==> src/hw/rtl/irpde_pkg.sv <==
// ----------------------------------------------------------------------------
// irpde_pkg
// Shared types and constants for the IR pulse-distance frame encoder.
// ----------------------------------------------------------------------------
package irpde_pkg;

  localparam int PayloadW    = 8;                   // width of the input field
  localparam int PayloadBits = 8;                   // data bits sent per frame
  localparam int DurW        = 16;                  // segment length width
  localparam int RegIdxW     = 3;
  localparam int NumSegs     = 2 * PayloadBits + 3; // header x2, bits x2, stop
  localparam int SegCntW     = $clog2(NumSegs);
  localparam int QDepth      = 2;                   // depth of each word queue
  localparam int QPtrW       = $clog2(QDepth);
  localparam int QCntW       = $clog2(QDepth + 1);

  typedef enum logic [RegIdxW-1:0] {
    RegHeaderMark  = 3'd0,
    RegHeaderSpace = 3'd1,
    RegBitMark     = 3'd2,
    RegZeroSpace   = 3'd3,
    RegOneSpace    = 3'd4,
    RegStopMark    = 3'd5
  } reg_idx_e;

  typedef logic [PayloadBits-1:0] word_t;

  typedef struct packed {
    logic [DurW-1:0] header_mark_us;
    logic [DurW-1:0] header_space_us;
    logic [DurW-1:0] bit_mark_us;
    logic [DurW-1:0] zero_space_us;
    logic [DurW-1:0] one_space_us;
    logic [DurW-1:0] stop_mark_us;
  } timing_t;

  typedef struct packed {
    logic            carrier_on;
    logic [DurW-1:0] segment_us;
    logic            last_segment;
  } seg_t;

  localparam timing_t TimingRst = '{
    header_mark_us:  16'd9000,
    header_space_us: 16'd4500,
    bit_mark_us:     16'd560,
    zero_space_us:   16'd560,
    one_space_us:    16'd1690,
    stop_mark_us:    16'd560
  };

endpackage

==> src/hw/rtl/irpde_in_queue.sv <==
// ----------------------------------------------------------------------------
// irpde_in_queue
// Front end: accepts payload words, widens them to frame width, and queues
// them for the segment sequencer.
// ----------------------------------------------------------------------------
module irpde_in_queue import irpde_pkg::*; (
  input  logic                clk_i,
  input  logic                rst_ni,
  input  logic                push,
  output logic                full,
  input  logic [PayloadW-1:0] payload_i,
  input  logic                deq_i,
  output logic                avail_o,
  output word_t               word_o
);

  word_t            mem_q [QDepth];
  logic [QPtrW-1:0] wr_ptr_q, rd_ptr_q;
  logic [QCntW-1:0] cnt_q;
  logic             wr_en, rd_en;

  // upper frame bits beyond the field go out as zeros, extra field bits drop
  word_t word_in;
  assign word_in = word_t'(payload_i);

  assign full    = (cnt_q == QCntW'(QDepth));
  assign avail_o = (cnt_q != '0);
  assign word_o  = mem_q[rd_ptr_q];
  assign wr_en   = push && !full;
  assign rd_en   = deq_i && avail_o;

  always_ff @(posedge clk_i or negedge rst_ni) begin
    if (!rst_ni) begin
      wr_ptr_q <= '0;
      rd_ptr_q <= '0;
      cnt_q    <= '0;
    end else begin
      if (wr_en) wr_ptr_q <= wr_ptr_q + 1'b1;
      if (rd_en) rd_ptr_q <= rd_ptr_q + 1'b1;
      if (wr_en && !rd_en) cnt_q <= cnt_q + 1'b1;
      else if (rd_en && !wr_en) cnt_q <= cnt_q - 1'b1;
    end
  end

  always_ff @(posedge clk_i) begin
    if (wr_en) mem_q[wr_ptr_q] <= word_in;
  end

endmodule

==> src/hw/rtl/irpde_seq.sv <==
// ----------------------------------------------------------------------------
// irpde_seq
// Back end: walks one frame per word, one segment per cycle while the result
// queue is ready, shifting the word out most significant bit first.
// ----------------------------------------------------------------------------
module irpde_seq import irpde_pkg::*; (
  input  logic    clk_i,
  input  logic    rst_ni,
  input  logic    avail_i,
  input  word_t   word_i,
  output logic    deq_o,
  input  timing_t timing_i,
  input  logic    out_ready_i,
  output logic    seg_valid_o,
  output seg_t    seg_o
);

  localparam logic [SegCntW-1:0] LastCnt = SegCntW'(NumSegs - 1);
  localparam logic [SegCntW-1:0] HdrSpaceCnt = SegCntW'(1);

  logic               busy_q;
  logic [SegCntW-1:0] cnt_q;
  word_t              word_q;
  logic               step, last, load;

  assign step        = busy_q && out_ready_i;
  assign last        = step && (cnt_q == LastCnt);
  assign load        = avail_i && (!busy_q || last);
  assign deq_o       = load;
  assign seg_valid_o = step;

  always_comb begin
    seg_o = '0;
    if (cnt_q == '0) begin
      seg_o.carrier_on = 1'b1;
      seg_o.segment_us = timing_i.header_mark_us;
    end else if (cnt_q == HdrSpaceCnt) begin
      seg_o.segment_us = timing_i.header_space_us;
    end else if (cnt_q == LastCnt) begin
      seg_o.carrier_on   = 1'b1;
      seg_o.segment_us   = timing_i.stop_mark_us;
      seg_o.last_segment = 1'b1;
    end else if (!cnt_q[0]) begin
      seg_o.carrier_on = 1'b1;
      seg_o.segment_us = timing_i.bit_mark_us;
    end else begin
      seg_o.segment_us = word_q[PayloadBits-1] ? timing_i.one_space_us
                                               : timing_i.zero_space_us;
    end
  end

  always_ff @(posedge clk_i or negedge rst_ni) begin
    if (!rst_ni) begin
      busy_q <= 1'b0;
      cnt_q  <= '0;
    end else if (load) begin
      busy_q <= 1'b1;
      cnt_q  <= '0;
    end else if (last) begin
      busy_q <= 1'b0;
    end else if (step) begin
      cnt_q <= cnt_q + 1'b1;
    end
  end

  // next bit moves up after each data space
  always_ff @(posedge clk_i) begin
    if (load) word_q <= word_i;
    else if (step && cnt_q[0] && cnt_q != HdrSpaceCnt && !last)
      word_q <= word_q << 1;
  end

`ifndef SYNTHESIS
  a_cnt_range: assert property (@(posedge clk_i) disable iff (!rst_ni)
    busy_q |-> (cnt_q <= LastCnt))
    else $error("segment counter past end of frame");

  a_stall_hold: assert property (@(posedge clk_i) disable iff (!rst_ni)
    (busy_q && !out_ready_i) |=> (busy_q && $stable(cnt_q)))
    else $error("sequencer advanced while output stalled");

  a_frame_end: assert property (@(posedge clk_i) disable iff (!rst_ni)
    (last && !avail_i) |=> !busy_q)
    else $error("sequencer still busy after stop mark");

  a_load_start: assert property (@(posedge clk_i) disable iff (!rst_ni)
    load |=> (busy_q && cnt_q == '0))
    else $error("new frame did not start at header mark");
`endif

endmodule

==> src/hw/rtl/irpde_out_queue.sv <==
// ----------------------------------------------------------------------------
// irpde_out_queue
// Two-entry result queue between the sequencer and the consumer.
// ----------------------------------------------------------------------------
module irpde_out_queue import irpde_pkg::*; (
  input  logic clk_i,
  input  logic rst_ni,
  input  logic push_i,
  input  seg_t seg_i,
  output logic out_ready_o,
  input  logic pop,
  output logic empty,
  output seg_t seg_o
);

  seg_t             mem_q [QDepth];
  logic [QPtrW-1:0] wr_ptr_q, rd_ptr_q;
  logic [QCntW-1:0] cnt_q;
  logic             wr_en, rd_en;

  assign empty       = (cnt_q == '0);
  assign rd_en       = pop && !empty;
  // a full queue still takes a word when the head leaves in the same cycle
  assign out_ready_o = (cnt_q != QCntW'(QDepth)) || rd_en;
  assign wr_en       = push_i && out_ready_o;
  assign seg_o       = mem_q[rd_ptr_q];

  always_ff @(posedge clk_i or negedge rst_ni) begin
    if (!rst_ni) begin
      wr_ptr_q <= '0;
      rd_ptr_q <= '0;
      cnt_q    <= '0;
    end else begin
      if (wr_en) wr_ptr_q <= wr_ptr_q + 1'b1;
      if (rd_en) rd_ptr_q <= rd_ptr_q + 1'b1;
      if (wr_en && !rd_en) cnt_q <= cnt_q + 1'b1;
      else if (rd_en && !wr_en) cnt_q <= cnt_q - 1'b1;
    end
  end

  always_ff @(posedge clk_i) begin
    if (wr_en) mem_q[wr_ptr_q] <= seg_i;
  end

endmodule

==> src/hw/rtl/ir_pulse_distance_encoder.sv <==
// ----------------------------------------------------------------------------
// ir_pulse_distance_encoder
// Turns each payload byte into a pulse-distance IR frame: header mark and
// space, a mark and a short or long space per bit (MSB first), a stop mark.
//
//   channel  direction  handshake           payload
//   input    in         push / full         payload_i
//   result   out        pop / empty         carrier_on_o, segment_us_o,
//                                           last_segment_o
//   config   in         cfg_we_i            cfg_idx_i, cfg_data_i
//
// One segment per cycle from the sequencer when results are popped without
// stall, 19 segments per word. A word passes the input queue, sequencer and
// result queue, each registered, before its first segment shows up.
// The input queue holds 2 words, the result queue 2 segments; a stalled pop
// freezes the sequencer while the input side keeps filling.
// Reset restores default timings and empties both queues.
// ----------------------------------------------------------------------------
module ir_pulse_distance_encoder import irpde_pkg::*; (
  input  logic                clk_i,
  input  logic                rst_ni,
  input  logic                push,
  output logic                full,
  input  logic [PayloadW-1:0] payload_i,
  output logic                empty,
  input  logic                pop,
  output logic                carrier_on_o,
  output logic [DurW-1:0]     segment_us_o,
  output logic                last_segment_o,
  input  logic                cfg_we_i,
  input  logic [RegIdxW-1:0]  cfg_idx_i,
  input  logic [DurW-1:0]     cfg_data_i
);

  timing_t timing_q;
  logic    avail, deq, out_ready, seg_valid;
  word_t   word;
  seg_t    seg, seg_out;

  always_ff @(posedge clk_i or negedge rst_ni) begin
    if (!rst_ni) begin
      timing_q <= TimingRst;
    end else if (cfg_we_i) begin
      case (reg_idx_e'(cfg_idx_i))
        RegHeaderMark:  timing_q.header_mark_us  <= cfg_data_i;
        RegHeaderSpace: timing_q.header_space_us <= cfg_data_i;
        RegBitMark:     timing_q.bit_mark_us     <= cfg_data_i;
        RegZeroSpace:   timing_q.zero_space_us   <= cfg_data_i;
        RegOneSpace:    timing_q.one_space_us    <= cfg_data_i;
        RegStopMark:    timing_q.stop_mark_us    <= cfg_data_i;
        default: ;
      endcase
    end
  end

  irpde_in_queue u_in_queue (
    .clk_i     (clk_i),
    .rst_ni    (rst_ni),
    .push      (push),
    .full      (full),
    .payload_i (payload_i),
    .deq_i     (deq),
    .avail_o   (avail),
    .word_o    (word)
  );

  irpde_seq u_seq (
    .clk_i       (clk_i),
    .rst_ni      (rst_ni),
    .avail_i     (avail),
    .word_i      (word),
    .deq_o       (deq),
    .timing_i    (timing_q),
    .out_ready_i (out_ready),
    .seg_valid_o (seg_valid),
    .seg_o       (seg)
  );

  irpde_out_queue u_out_queue (
    .clk_i       (clk_i),
    .rst_ni      (rst_ni),
    .push_i      (seg_valid),
    .seg_i       (seg),
    .out_ready_o (out_ready),
    .pop         (pop),
    .empty       (empty),
    .seg_o       (seg_out)
  );

  assign carrier_on_o   = seg_out.carrier_on;
  assign segment_us_o   = seg_out.segment_us;
  assign last_segment_o = seg_out.last_segment;

endmodule
==> config.mk <==
export PLATFORM = sky130hd
export DESIGN_NAME = ir_pulse_distance_encoder
export DESIGN_NICKNAME = d
export VERILOG_FILES = /design/src/hw/rtl/irpde_pkg.sv /design/src/hw/rtl/irpde_in_queue.sv /design/src/hw/rtl/irpde_seq.sv /design/src/hw/rtl/irpde_out_queue.sv /design/src/hw/rtl/ir_pulse_distance_encoder.sv
export SDC_FILE = /design/constraint.sdc
export NUM_CORES = 1
export LEC_CHECK = 0
export ABC_CLOCK_PERIOD_IN_PS = 2100
export BUFFER_PORTS_ARGS = -buffer_cell sky130_fd_sc_hd__buf_2
export CAP_MARGIN = 20
export CORE_UTILIZATION = 54
export DETAILED_ROUTE_END_ITERATION = 12
export GPL_TIMING_DRIVEN = 0
export PLACE_DENSITY = 0.79
export SLEW_MARGIN = 20
export SYNTH_ARGS = -nofsm -noshare
export SYNTH_HDL_FRONTEND = slang
export SYNTH_SLANG_ARGS = --single-unit
==> constraint.sdc <==
create_clock -name clk_i -period 2.1 [get_ports clk_i]
set_input_delay 0.21 -clock clk_i [delete_from_list [all_inputs] [get_ports clk_i]]
set_output_delay 0.21 -clock clk_i [all_outputs]
set_load 0.005 [all_outputs]
# After elaboration in Yosys (flattened, before gate mapping)
# Memory sizes are Yosys's and may differ from the RTL's.
# Cells that the tools add are included.
# totals
memories	2
register_bits	118
ram_bits	52
word_cells	102
# op_classes
reduce_logical	40
n_eq_ne	11
mux	25
n_addsub	9
# mem_list
memory	depth	width	rd	rd_ports_with_merged_regs	wr	line_no	text
u_out_queue.mem_q	2	18	1	0	1	irpde_out_queue.sv:16	seg_t mem_q [QDepth];
u_in_queue.mem_q	2	8	1	0	1	irpde_in_queue.sv:17	word_t mem_q [QDepth];
# ops
op	count
2-to-1 mux 16 bit	3
2-to-1 mux 17 bit	2
2-to-1 mux 8 bit	2
2-to-1 mux 5 bit	3
logical AND 1 bit	14
AND reduction 2 bit	7
nonzero test 2 bit	6
2-to-1 mux 1 bit	11
zero test 1 bit	8
2-to-1 mux 2 bit	4
== test 3 x 2 -> 1 bit (second input constant)	2
== test 3 bit (second input constant)	2
adder 5 x 1 -> 5 bit (second input constant)	1
== test 5 x 1 -> 1 bit (second input constant)	1
== test 5 bit (second input constant)	1
zero test 5 bit	1
!= test 5 x 1 -> 1 bit (second input constant)	1
adder 1 bit (second input constant)	4
adder 2 x 1 -> 2 bit (second input constant)	2
!= test 2 bit (second input constant)	2
subtractor 2 x 1 -> 2 bit (second input constant)	2
== test 3 x 1 -> 1 bit (second input constant)	1
zero test 3 bit	1
== test 2 bit (second input constant)	1
other kinds (2)	3

# Longest topological paths before layout
# Gate-level depths: netlist of the first run.
# logic_depth
depth_word	12
depth_mapped	11
ltp_nobuf	9

# Modules after synthesis
# From an unflattened synthesis of the first run, not the netlist that was laid out.
# unflattened
cells_unflattened	545
hier_area_um2	7736.2
# by_module_without_submodules
module	area_each_um2	instances	cells_each
ir_pulse_distance_encoder	3709.8	1	208
irpde_seq	1739.2	1	219
irpde_out_queue	1501.4	1	74
irpde_in_queue	785.8	1	44

# Worst setup path after synthesis of the first run
# Ideal clock, no wire load.
# synth_timing
kind	reg-to-reg
from	register u_seq.cnt_q[0]
to	register u_in_queue.cnt_q[1]
period_less_slack_ps	2225
t_required_ps	2021
slack_ps	-125
setup_ps	79
arrival_time_ps	2146
path_buffers	2
path_stages_with_launch	11
path_cell_list	dfrtp_1 > clkbuf_1 > inv_1 > ha_1 > nand4bb_4 > a211oi_4 > buf_6 > inv_1 > ha_1 > nor2_1 > xor2_1
# synth_via
elab_chain_len	8
word_cells_on_any_way	10
cone_classes	1 x eq/ne; 1 x mux; 8 x reduce/logical
# synth_lines
item	line_no	text
start: declaration	irpde_seq.sv:22	logic [SegCntW-1:0] cnt_q;
start signal: assignment	irpde_seq.sv:62	cnt_q <= cnt_q + 1'b1;
== test 5 bit *	irpde_seq.sv:27	assign last = step && (cnt_q == LastCnt);
logical AND 1 bit *	irpde_seq.sv:27	
logical OR 1 bit *	irpde_seq.sv:28	assign load = avail_i && (!busy_q || last);
logical AND 1 bit *	irpde_seq.sv:28	
logical AND 1 bit *	irpde_in_queue.sv:30	assign rd_en = deq_i && avail_o;
zero test 1 bit	irpde_in_queue.sv:40	if (wr_en && !rd_en) cnt_q <= cnt_q + 1'b1;
logical AND 1 bit	irpde_in_queue.sv:40	
2-to-1 mux 2 bit or nonzero test 2 bit (tied branches)	n/a	
end signal: assignment	irpde_in_queue.sv:40	
end signal: assignment	irpde_in_queue.sv:41	else if (rd_en && !wr_en) cnt_q <= cnt_q - 1'b1;
end: declaration	irpde_in_queue.sv:19	logic [QCntW-1:0] cnt_q;
# Mark *: on every way between the ends. The rest lies on a longest branch, timed or not.
# A chain may end at the register's enable or synchronous reset.

==> impl_metrics.toml, run 1 <==
[cells_and_area]
final_common_cell = "mux2_2"
syn_to_final_growth_pct = 18.5
fin_nets = 651
stdcell_count = 802
mostFrequentLayoutCells = "mux2_2, dfrtp_1, edfxtp_1, buf_2, nor2_1"
n_antenna_cell = 0
drive_above_1_share_pct = 47.6

[worst_setup_path]
critPathLaunchType = "flip-flop"
reg2reg_to = "u_out_queue.mem_q[1][5]"
crit_path_end = "u_out_queue.mem_q[1][5]"
crit_required_ns = 2.33
r2r-start = "u_seq.cnt_q[4]"
worstSetupStartpoint = "u_seq.cnt_q[4]"
end_kind = "flip-flop"
cp.arrival_ns = 2.29
critical_path_class = "reg2reg"
worst-path-max-fanout = 10
r2r_cells = 4
regToRegSetupSlack_ns = 0.04

[global_route]
antenna_found_initial = 0
grt_start_max_net_pins = 85
grt_pass1_wl_um = 25700
grt_pass1_vias = 4982
grt_usage_pct = 23.9
gr-total-overflow = 0

[yosys]
synth-edff-count = 60
yosysSeqAreaShare_pct = 60.4
ys_ff_latch = 170
ys_warn_count = 0
synth_cell_types = 47
async_flop_share_pct = 64.7
syn_nets = 564
synth.cell_area_um2 = 7590
syn_inst = 526
synthFlopType = "dfrtp_1"
avgSynthCellArea_um2 = 14.4

[floorplanning]
rows = 42
die_y_um = 121
start_util_pct = 56.4
io_pins = 52
die_area_um2 = 14500
die_w_um = 121
core_area_um2 = 13500

[cts]
cts.htree.levels = 4
cts_inserted_buffers = 17
cts_tree = "yes"
clk_path_buf_depth = 2
clk_pin_slew_ns = 0.06
clk_latency_ns = 0.43
cts_sinks = 170
cts-root-buf = "clkbuf_16"

[pwr]
vdd_drop_max_uv = 845
p_per_area_nw_per_um2 = 1450
p_leak_nw = 3.73
power.total_mw = 13.0

[timing]
fin_crit_ns = 2.06
clock.fmax_ghz = 0.485
final_hold_viol_count = 0
setup_slack_ns = 0.0388
slew_violations = 0
fin_setup_tns_ns = 0
finalSetupViolCount = 0
fin_skew_ns = 0.00633
min_period_over_period_pct = 98.2
relSlewSlack_pct = 44.9
tightest_slew_ns = 0.825
grt_setup_unrepaired = "no"

[route]
route.detailed.drc = 0
drt-initial-drc-count = 334
drt_pass1_iterations = 4
routed_via_density = 5.86
vias = 4698
routed_wirelength_um = 16000
ant_nets = 0
routedWlPerCell_um = 19.9

[placement]
place_congestion = 0.785
dp_slack_ns = -0.449
dp.cells = 753
portBuffers = 49
hpwlAfterDp_um = 10500

[hold_path]
hold_path_class = "in2reg"
worstHoldPathCells = 2

[outcome]
status = "completed"

[run]
maxCapViolCount = 0
[cell usage after synthesis (all sizes together) (3+ instances only)]
master  count  area share [%]
mux2i      17             2.2
dfrtp      85              28
nand4       3            0.25
edfxtp     60              24
nor2       38             1.9
a22oi      16             1.6
o21ai       5            0.33
dfstp      25             8.7
ha          6            0.99
a211oi     17             1.8
and3        4            0.33
xor2        5            0.58
xnor2       5            0.58
buf        25             2.0
clkbuf      9            0.46
nor3       19             1.4
a211o      18             2.1
inv         7            0.35
mux2      128              19
nand2       8            0.40
[stage by stage]
stage	hold slack (ns)	cell area, um^2	util, %
4_1_cts	0.0801	8910	66.3
3_3_place_gp	0.401	8080	60.1
3_5_place_dp	0.0920	8130	60.4
6_report	0.0909	9000	66.9
5_1_grt	0.0892	9000	66.9
2_1_floorplan	-0.0856	7610	-
[repair_timing]
action	4_1_cts	5_1_grt
pin swaps	1	3
hold buffers	9	0
gates resized for setup	18	15
endpoints found under the hold margin	42	0
buffers inserted	8	3
endpoints found under the setup margin	67	51
[report_power, final]
group / internal (mW) / switching (mW) / leakage (nW) / total (mW)
registers: 4.96 / 0.523 / 1.85 / 5.48
logic: 2.13 / 2.39 / 1.60 / 4.52
clock network: 1.75 / 1.28 / 0.281 / 3.03
total: 8.84 / 4.19 / 3.73 / 13.0
[state kept, by name, indices dropped and copies added, names as in the netlist, 2 cells and up]
register / cells
u_in_queue.cnt_q: 2
u_seq.cnt_q: 5
u_seq.word_q: 8
u_in_queue.mem_q: 16
u_out_queue.cnt_q: 2
u_out_queue.mem_q: 36
timing_q: 96
[metal layers]
metal | up-vias | global-route usage [%] | wire [um]
met5 | - | 0 | 0
met2 | 128 | 39.9 | 8100
met4 | 0 | 11.3 | 294
met3 | 22 | 4.58 | 937
met1 | 2418 | 30.0 | 6640
li1 | 2130 | - | -
[cell type report]
type | instances | area (um^2)
Inverter | 7 | 31.3
Buffer | 31 | 206
Clock buffer | 17 | 425
Clock inverter | 15 | 151
Fill cell | 945 | 4460
Timing Repair Buffer | 71 | 467
Sequential cell | 170 | 4590
Tap cell | 176 | 220
Multi-Input combinational cell | 315 | 2910
[worst max-delay path, stage by stage (launching register included)]
cell      delay [ns]
dfrtp_1         0.50
nor3_2          0.53
buf_2           0.36
a22oi_1         0.13
a211oi_2        0.34
[worst min path at each step]
| stage | startpoint | to |
|---|---|---|
| finish | cfg_data_i[4] | timing_q[84] |
| detailed placement | rst_ni | timing_q[29] |
| CTS | cfg_data_i[4] | timing_q[84] |
| floorplan | rst_ni | timing_q[0] |
| global route | cfg_data_i[4] | timing_q[36] |
| global placement | payload_i[0] | u_in_queue.mem_q[0][0] |
[cell families after synthesis]
kind of cell             after synthesis  synth area share, %
buffers and inverters                 41                 2.83
AO/OA/AOI/OAI                         62                 6.36
multiplexers                         145                 21.2
XOR/XNOR                              10                 1.15
adder cells (fa/ha/maj)                6                0.989
flip-flops                           170                 60.4
AND/OR/NAND/NOR                       92                 7.04
Note: power is estimated with default switching activity, not from simulation.
==> run 2: changes to the inputs <==
--- a/config.mk
+++ b/config.mk
@@ -5,13 +5,13 @@
 export SDC_FILE = /design/constraint.sdc
 export NUM_CORES = 1
 export LEC_CHECK = 0
-export ABC_CLOCK_PERIOD_IN_PS = 2100
+export ABC_CLOCK_PERIOD_IN_PS = 2320
 export BUFFER_PORTS_ARGS = -buffer_cell sky130_fd_sc_hd__buf_2
 export CAP_MARGIN = 20
-export CORE_UTILIZATION = 54
+export CORE_UTILIZATION = 55
 export DETAILED_ROUTE_END_ITERATION = 12
 export GPL_TIMING_DRIVEN = 0
-export PLACE_DENSITY = 0.79
+export PLACE_DENSITY = 0.78
 export SLEW_MARGIN = 20
 export SYNTH_ARGS = -nofsm -noshare
 export SYNTH_HDL_FRONTEND = slang
==> constraint.sdc (replaced) <==
create_clock -name clk_i -period 2.32 [get_ports clk_i]
set_input_delay 0.232 -clock clk_i [delete_from_list [all_inputs] [get_ports clk_i]]
set_output_delay 0.232 -clock clk_i [all_outputs]
set_load 0.005 [all_outputs]
==> run 2 against run 1 <==
- highest routed layer unchanged
- non-clock buffer count decreased by 1
- sequential share of layout area up 0.12 points
- register-to-register slack better by 0.02 ns
- hold slack better by 0.016 ns
- final cell count is 0.12% lower
- total power shrank 7.8%
- sequential power decreased by 9.9%
- combinational power fell by 13%
- largest cell class unchanged
==> impl_metrics.toml, run 2 (same netlist as run 1, synthesis figures left out) <==
[outcome]
status = "completed"

[worst_setup_path]
slowest_stage = "dfrtp_1"
cp_cell_sequence = "buf_6, inv_2, ha_1, or4b_1, buf_2, buf_2, nor2_1, a211oi_1"
path_delay_family = "buffers and inverters"
cp.arrival_ns = 2.47
worstSetupStartpoint = "u_seq.cnt_q[0]"
end_kind = "flip-flop"
path_common_cell = "buf_2"
regToRegSetupSlack_ns = 0.05
slowest_delay_ns = 0.40
crit_required_ns = 2.52
worst-path-max-fanout = 10
r2r-start = "u_seq.cnt_q[0]"
critical_path_class = "reg2reg"
crit_buf_inv = 4
critPathLaunchType = "flip-flop"

[route]
drt-initial-drc-count = 345
route.detailed.drc = 0
routed_wirelength_um = 16000
drt_pass1_iterations = 5
vias = 4761
routed_via_density = 5.94
ant_nets = 0
routedWlPerCell_um = 20.0

[cells_and_area]
final_area_um2 = 8970
num-fill-cells = 908
n_antenna_cell = 0
syn_to_final_growth_pct = 18.1
regMostFlops = "timing_q"
reg_top3 = "timing_q: 96 flops, u_out_queue.mem_q: 36 flops, u_in_queue.mem_q: 16 flops"
largest_reg_flops = 96
final_common_cell = "mux2_2"
mostFrequentLayoutCells = "mux2_2, dfrtp_1, buf_2, edfxtp_1, nor2_1"
fin_nets = 650
drive_above_1_share_pct = 45.0

[floorplanning]
die_w_um = 119
start_util_pct = 56.9
rows = 42
io_pins = 52
core_area_um2 = 13300
die_area_um2 = 14300
die_y_um = 119

[cts]
clk_path_buf_depth = 2
cts_tree = "yes"
cts.htree.levels = 4
cts_inserted_buffers = 17
clk_pin_slew_ns = 0.06
cts-root-buf = "clkbuf_16"
clk_latency_ns = 0.43
cts_sinks = 170

[global_route]
grt_pass1_wl_um = 25600
grt_start_max_net_pins = 70
grt_pass1_vias = 5016
antenna_found_initial = 0
gr-total-overflow = 0
grt_usage_pct = 24.2

[timing]
fin_skew_ns = 0.00643
fin_crit_ns = 2.27
clock.fmax_ghz = 0.441
slew_violations = 0
finalSetupViolCount = 0
relSlewSlack_pct = 33.2
final_hold_viol_count = 0
min_period_over_period_pct = 97.6
tightest_slew_ns = 1.00

[pwr]
vdd_drop_max_uv = 856
power.total_mw = 12.0
p_per_area_nw_per_um2 = 1340
p_leak_nw = 3.74

[hold_path]
min_from = "cfg_data_i[9]"
hold_path_class = "in2reg"

[placement]
portBuffers = 49
hpwlAfterDp_um = 10500
place_congestion = 0.790
dpl_cell_area_um2 = 8110

[run]
maxCapViolCount = 0
-- run 2: changes by cell type in the layout (fill, tap and decap cells not counted), moves of 2 or more --
cell       before  now
clkinv_4        4    2
dfrtp_2         2    0
inv_6           3    0
dfrtp_1        83   85
ha_4            2    0
buf_4          17   14
buf_8           3    1
bufinv_16       2    6
a211oi_1        5   11
clkinv_2        4    2
buf_2          59   63
a211oi_2       11    5
-- run 2: path summary, 6_finish.rpt --
kind / end / cells after the start
max reg2reg: u_out_queue.mem_q[0][13] / 8
min in group asynchronous: timing_q[29] / 2
min reg2reg: timing_q[29] / 1
max: u_out_queue.mem_q[0][13] / 8
max in group asynchronous: timing_q[66] / 3
min: timing_q[73] / 2
-- run 2: routing by layer --
layer,global-route usage [%],up-vias,share of wire [%]
met5,0,-,0
met4,15.1,0,3.3
met3,5.13,43,5.9
met2,38.4,174,49
met1,30.4,2409,42
li1,-,2135,-
-- run 2: layout make-up --
class                      instances  area, um^2  share of cell area (%)
tap                              176         220                    2.46
timing repair buffer              69         452                    5.04
inverter                           7        26.3                   0.293
buffer                            32         193                    2.15
clock buffer                      19         443                    4.94
sequential                       170        4590                    51.1
multi-input combinational        315        2830                    31.5
clock inverter                    13         223                    2.48
-- run 2: what timing repair did --
item	CTS	global route
setup buffers	2	7
endpoints found under the setup margin	60	29
endpoints found under the hold margin	48	0
gates resized for setup	11	4
hold buffers	9	0
pin swaps	1	1
-- run 2: metrics by stage --
stage	instances	util [%]	hold slack (ns)	setup TNS (ns)	setup WS (ns)
3_5_place_dp	753	60.8	0.182	-14.44	-0.598
2_1_floorplan	526	-	-0.0636	0	0.0952
5_1_grt	801	67.2	0.118	-0.0124	-0.0124
6_report	801	67.2	0.107	0	0.0549
4_1_cts	794	66.7	0.0935	0	0.0000300
3_3_place_gp	751	60.4	0.421	-28.21	-0.541
-- run 2: report_power, final --
group	internal, mW	switching [mW]
logic	1.81	2.10
clock network	2.04	1.12
registers	4.49	0.456
==> run 3: changes to the inputs <==
--- a/config.mk
+++ b/config.mk
@@ -15,4 +15,5 @@
 export SLEW_MARGIN = 20
 export SYNTH_ARGS = -nofsm -noshare
 export SYNTH_HDL_FRONTEND = slang
+export SYNTH_HIERARCHICAL = 1
 export SYNTH_SLANG_ARGS = --single-unit
==> run 3 against run 2 <==
- via count fell by 2.8%
- maximum frequency rose by 2.2%
- register-to-register slack improved by 0.05 ns
- clock skew barely moved
- combinational power rose by 5%
- critical endpoint is now u_seq/word_q[5]
- largest power group unchanged
==> impl_metrics.toml, run 3 <==
[yosys]
ys_ff_latch = 170
synth_area_leaders = "dfrtp_1, edfxtp_1, mux2_2"
synth-edff-count = 60
yosysMostFrequentCell = "mux2_2"
syn_inst = 545
synth.cell_area_um2 = 7740
yosysTopAreaCell = "dfrtp_1"
yosysSeqAreaShare_pct = 59.3
async_flop_share_pct = 64.7
synth_common_cells = "mux2_2, dfrtp_1, edfxtp_1"
syn_nets = 583
synth_cell_types = 46
synth_top_area_share_pct = 27.5
avgSynthCellArea_um2 = 14.2
synthFlopType = "dfrtp_1"
ys_warn_count = 6

[route]
routedWlPerCell_um = 18.0
drt-initial-drc-count = 299
vias = 4628
route.detailed.drc = 0
ant_nets = 0
routed_via_density = 5.68
routed_wirelength_um = 14600
drt_pass1_iterations = 4

[worst_setup_path]
worst-path-max-fanout = 9
r2r_cells = 7
end_kind = "flip-flop"
path_common_cell = "o31ai_1"
cp.arrival_ns = 2.34
critPathLaunchType = "flip-flop"
crit_required_ns = 2.44
slowest_stage = "dfrtp_2"
reg2reg_to = "u_seq/word_q[5]"
regToRegSetupSlack_ns = 0.10
slowest_delay_ns = 0.43
critical_path_class = "reg2reg"
cp_cell_sequence = "buf_4, ha_1, buf_2, nand2b_1, o31ai_1, o31ai_1, a22o_2"
r2r-start = "u_seq/cnt_q[0]"

[cts]
cts_tree = "yes"
cts_sinks = 170
clk_path_buf_depth = 2
cts.htree.levels = 4
cts-root-buf = "clkbuf_16"
clk_pin_slew_ns = 0.06
cts_inserted_buffers = 17
clk_latency_ns = 0.43

[timing]
tightest_slew_ns = 0.834
slew_violations = 0
finalSetupViolCount = 0
fin_skew_ns = 0.00685
final_hold_viol_count = 0
relSlewSlack_pct = 44.4
whs_ns = 0.0847
min_period_over_period_pct = 95.5
fin_crit_ns = 2.22
clock.fmax_ghz = 0.451

[pwr]
power.total_mw = 11.7
p_per_area_nw_per_um2 = 1310
vdd_drop_max_uv = 592
pwr-share-clk_pct = 23.0
p_leak_nw = 3.67
p_comb_share_pct = 35.0
p_switching_mw = 3.71
p_sw_share_pct = 31.7
internal-power_mw = 7.99
seqPwrFrac_pct = 41.9

[cells_and_area]
n_antenna_cell = 0
drive_above_1_share_pct = 46.0
syn_to_final_growth_pct = 15.7
final_common_cell = "mux2_2"
regMostFlops = "timing_q"
num-fill-cells = 950
mostFrequentLayoutCells = "mux2_2, dfrtp_1, buf_2, edfxtp_1, a21oi_1"
reg_top3 = "timing_q: 96 flops, u_out_queue/mem_q: 36 flops, u_in_queue/mem_q: 16 flops"
largest_reg_flops = 96
fin_nets = 664

[global_route]
gr-total-overflow = 0
grt_pass1_wl_um = 24400
antenna_found_initial = 0
grt_usage_pct = 22.2
grt_start_max_net_pins = 57
grt_pass1_vias = 4838

[hold_path]
hold_path_class = "in2reg"
min_from = "push"
hold_path_end = "u_in_queue/wr_ptr_q"
worstHoldPathCells = 3

[floorplanning]
die_area_um2 = 14500
start_util_pct = 57.3
rows = 42
io_pins = 52
die_y_um = 121
core_area_um2 = 13500
die_w_um = 121

[outcome]
status = "completed"

[placement]
place_congestion = 0.834
portBuffers = 50
hpwlAfterDp_um = 10100

[run]
maxCapViolCount = 0
## run 3: worst max-delay path by stage
stage	from	to	slack [ns]	cells after the start
CTS	u_out_queue/cnt_q[1]	u_out_queue/mem_q[1][3]	0.02	4
global placement	u_out_queue/cnt_q[1]	u_out_queue/mem_q[0][11]	-0.40	5
finish	u_seq/cnt_q[0]	u_seq/word_q[5]	0.10	7
floorplan	u_seq/cnt_q[0]	u_in_queue/cnt_q[1]	0.03	13
global route	u_out_queue/cnt_q[1]	u_out_queue/mem_q[1][13]	-0.00008	4
detailed placement	u_seq/cnt_q[0]	u_seq/word_q[4]	-0.34	8
## run 3: cell families after synthesis
group / Yosys count / share of synthesized area [%]
and+or+nand+nor: 73 / 5.68
xor gates and xnor gates: 12 / 1.36
DFF: 170 / 59.3
muxes: 145 / 21.4
AOI/OAI and AO/OA: 96 / 7.84
buffers and inverters: 43 / 3.43
adders and majority gates: 6 / 0.970
## run 3: area by class of cell
| class | count | area (um^2) | share of cell area, % |
|---|---|---|---|
| flip-flops and latches | 170 | 4590 | 51.3 |
| multi-input cells | 332 | 2910 | 32.5 |
| clock buffers | 21 | 472 | 5.27 |
| repair buffers | 64 | 404 | 4.51 |
| plain buffers | 32 | 226 | 2.53 |
| well taps | 176 | 220 | 2.46 |
| clock inverters | 11 | 95.1 | 1.06 |
| inverters | 9 | 38.8 | 0.433 |
## run 3: timing repair
item | CTS | global route
buffers inserted | 1 | 3
endpoints found under the hold margin | 56 | 0
hold buffers | 9 | 0
resized for setup | 9 | 3
gates cloned | 0 | 0
setup endpoints to repair | 68 | 41
pin swaps | 0 | 1
## run 3: power groups by stage
| stage | clock, mW | sequential (mW) | combinational (mW) |
|---|---|---|---|
| final | 2.69 | 4.91 | 4.10 |
| after global routing | 2.87 | 5.01 | 4.48 |
| after CTS | 2.74 | 4.91 | 4.08 |
| after detailed placement | 0 | 4.95 | 3.95 |
| after global placement | 0 | 4.89 | 3.83 |
| after floorplan | 0 | 4.81 | 2.91 |
## run 3: per-layer routing
layer	part of all wire (%)	track usage, %	up-vias
met3	3.9	5.71	19
met1	47	29.6	2337
met2	48	35.5	108
met5	0	0	-
met4	1.5	7.33	0
li1	-	-	2164
## run 3: worst max-delay path: cells and delay by family, from the launching register on
family / cells / cell delay (ns)
AOI/OAI and AO/OA: 3 / 0.69
buffers and inverters: 2 / 0.34
and+or+nand+nor: 1 / 0.26
DFF: 1 / 0.43
adders and majority gates: 1 / 0.18
## run 3: metrics by stage
step                util (%)    TNS (ns)  setup WS (ns)  instances  instance area [um^2]
detailed placement      61.1       -6.59         -0.338        772                  8250
global placement        60.8      -23.13         -0.396        771                  8210
finish                  66.3           0          0.104        815                  8950
CTS                     66.2           0         0.0234        814                  8940
global route            66.3  -0.0000828     -0.0000828        815                  8950
floorplan                  -           0         0.0302        545                  7740
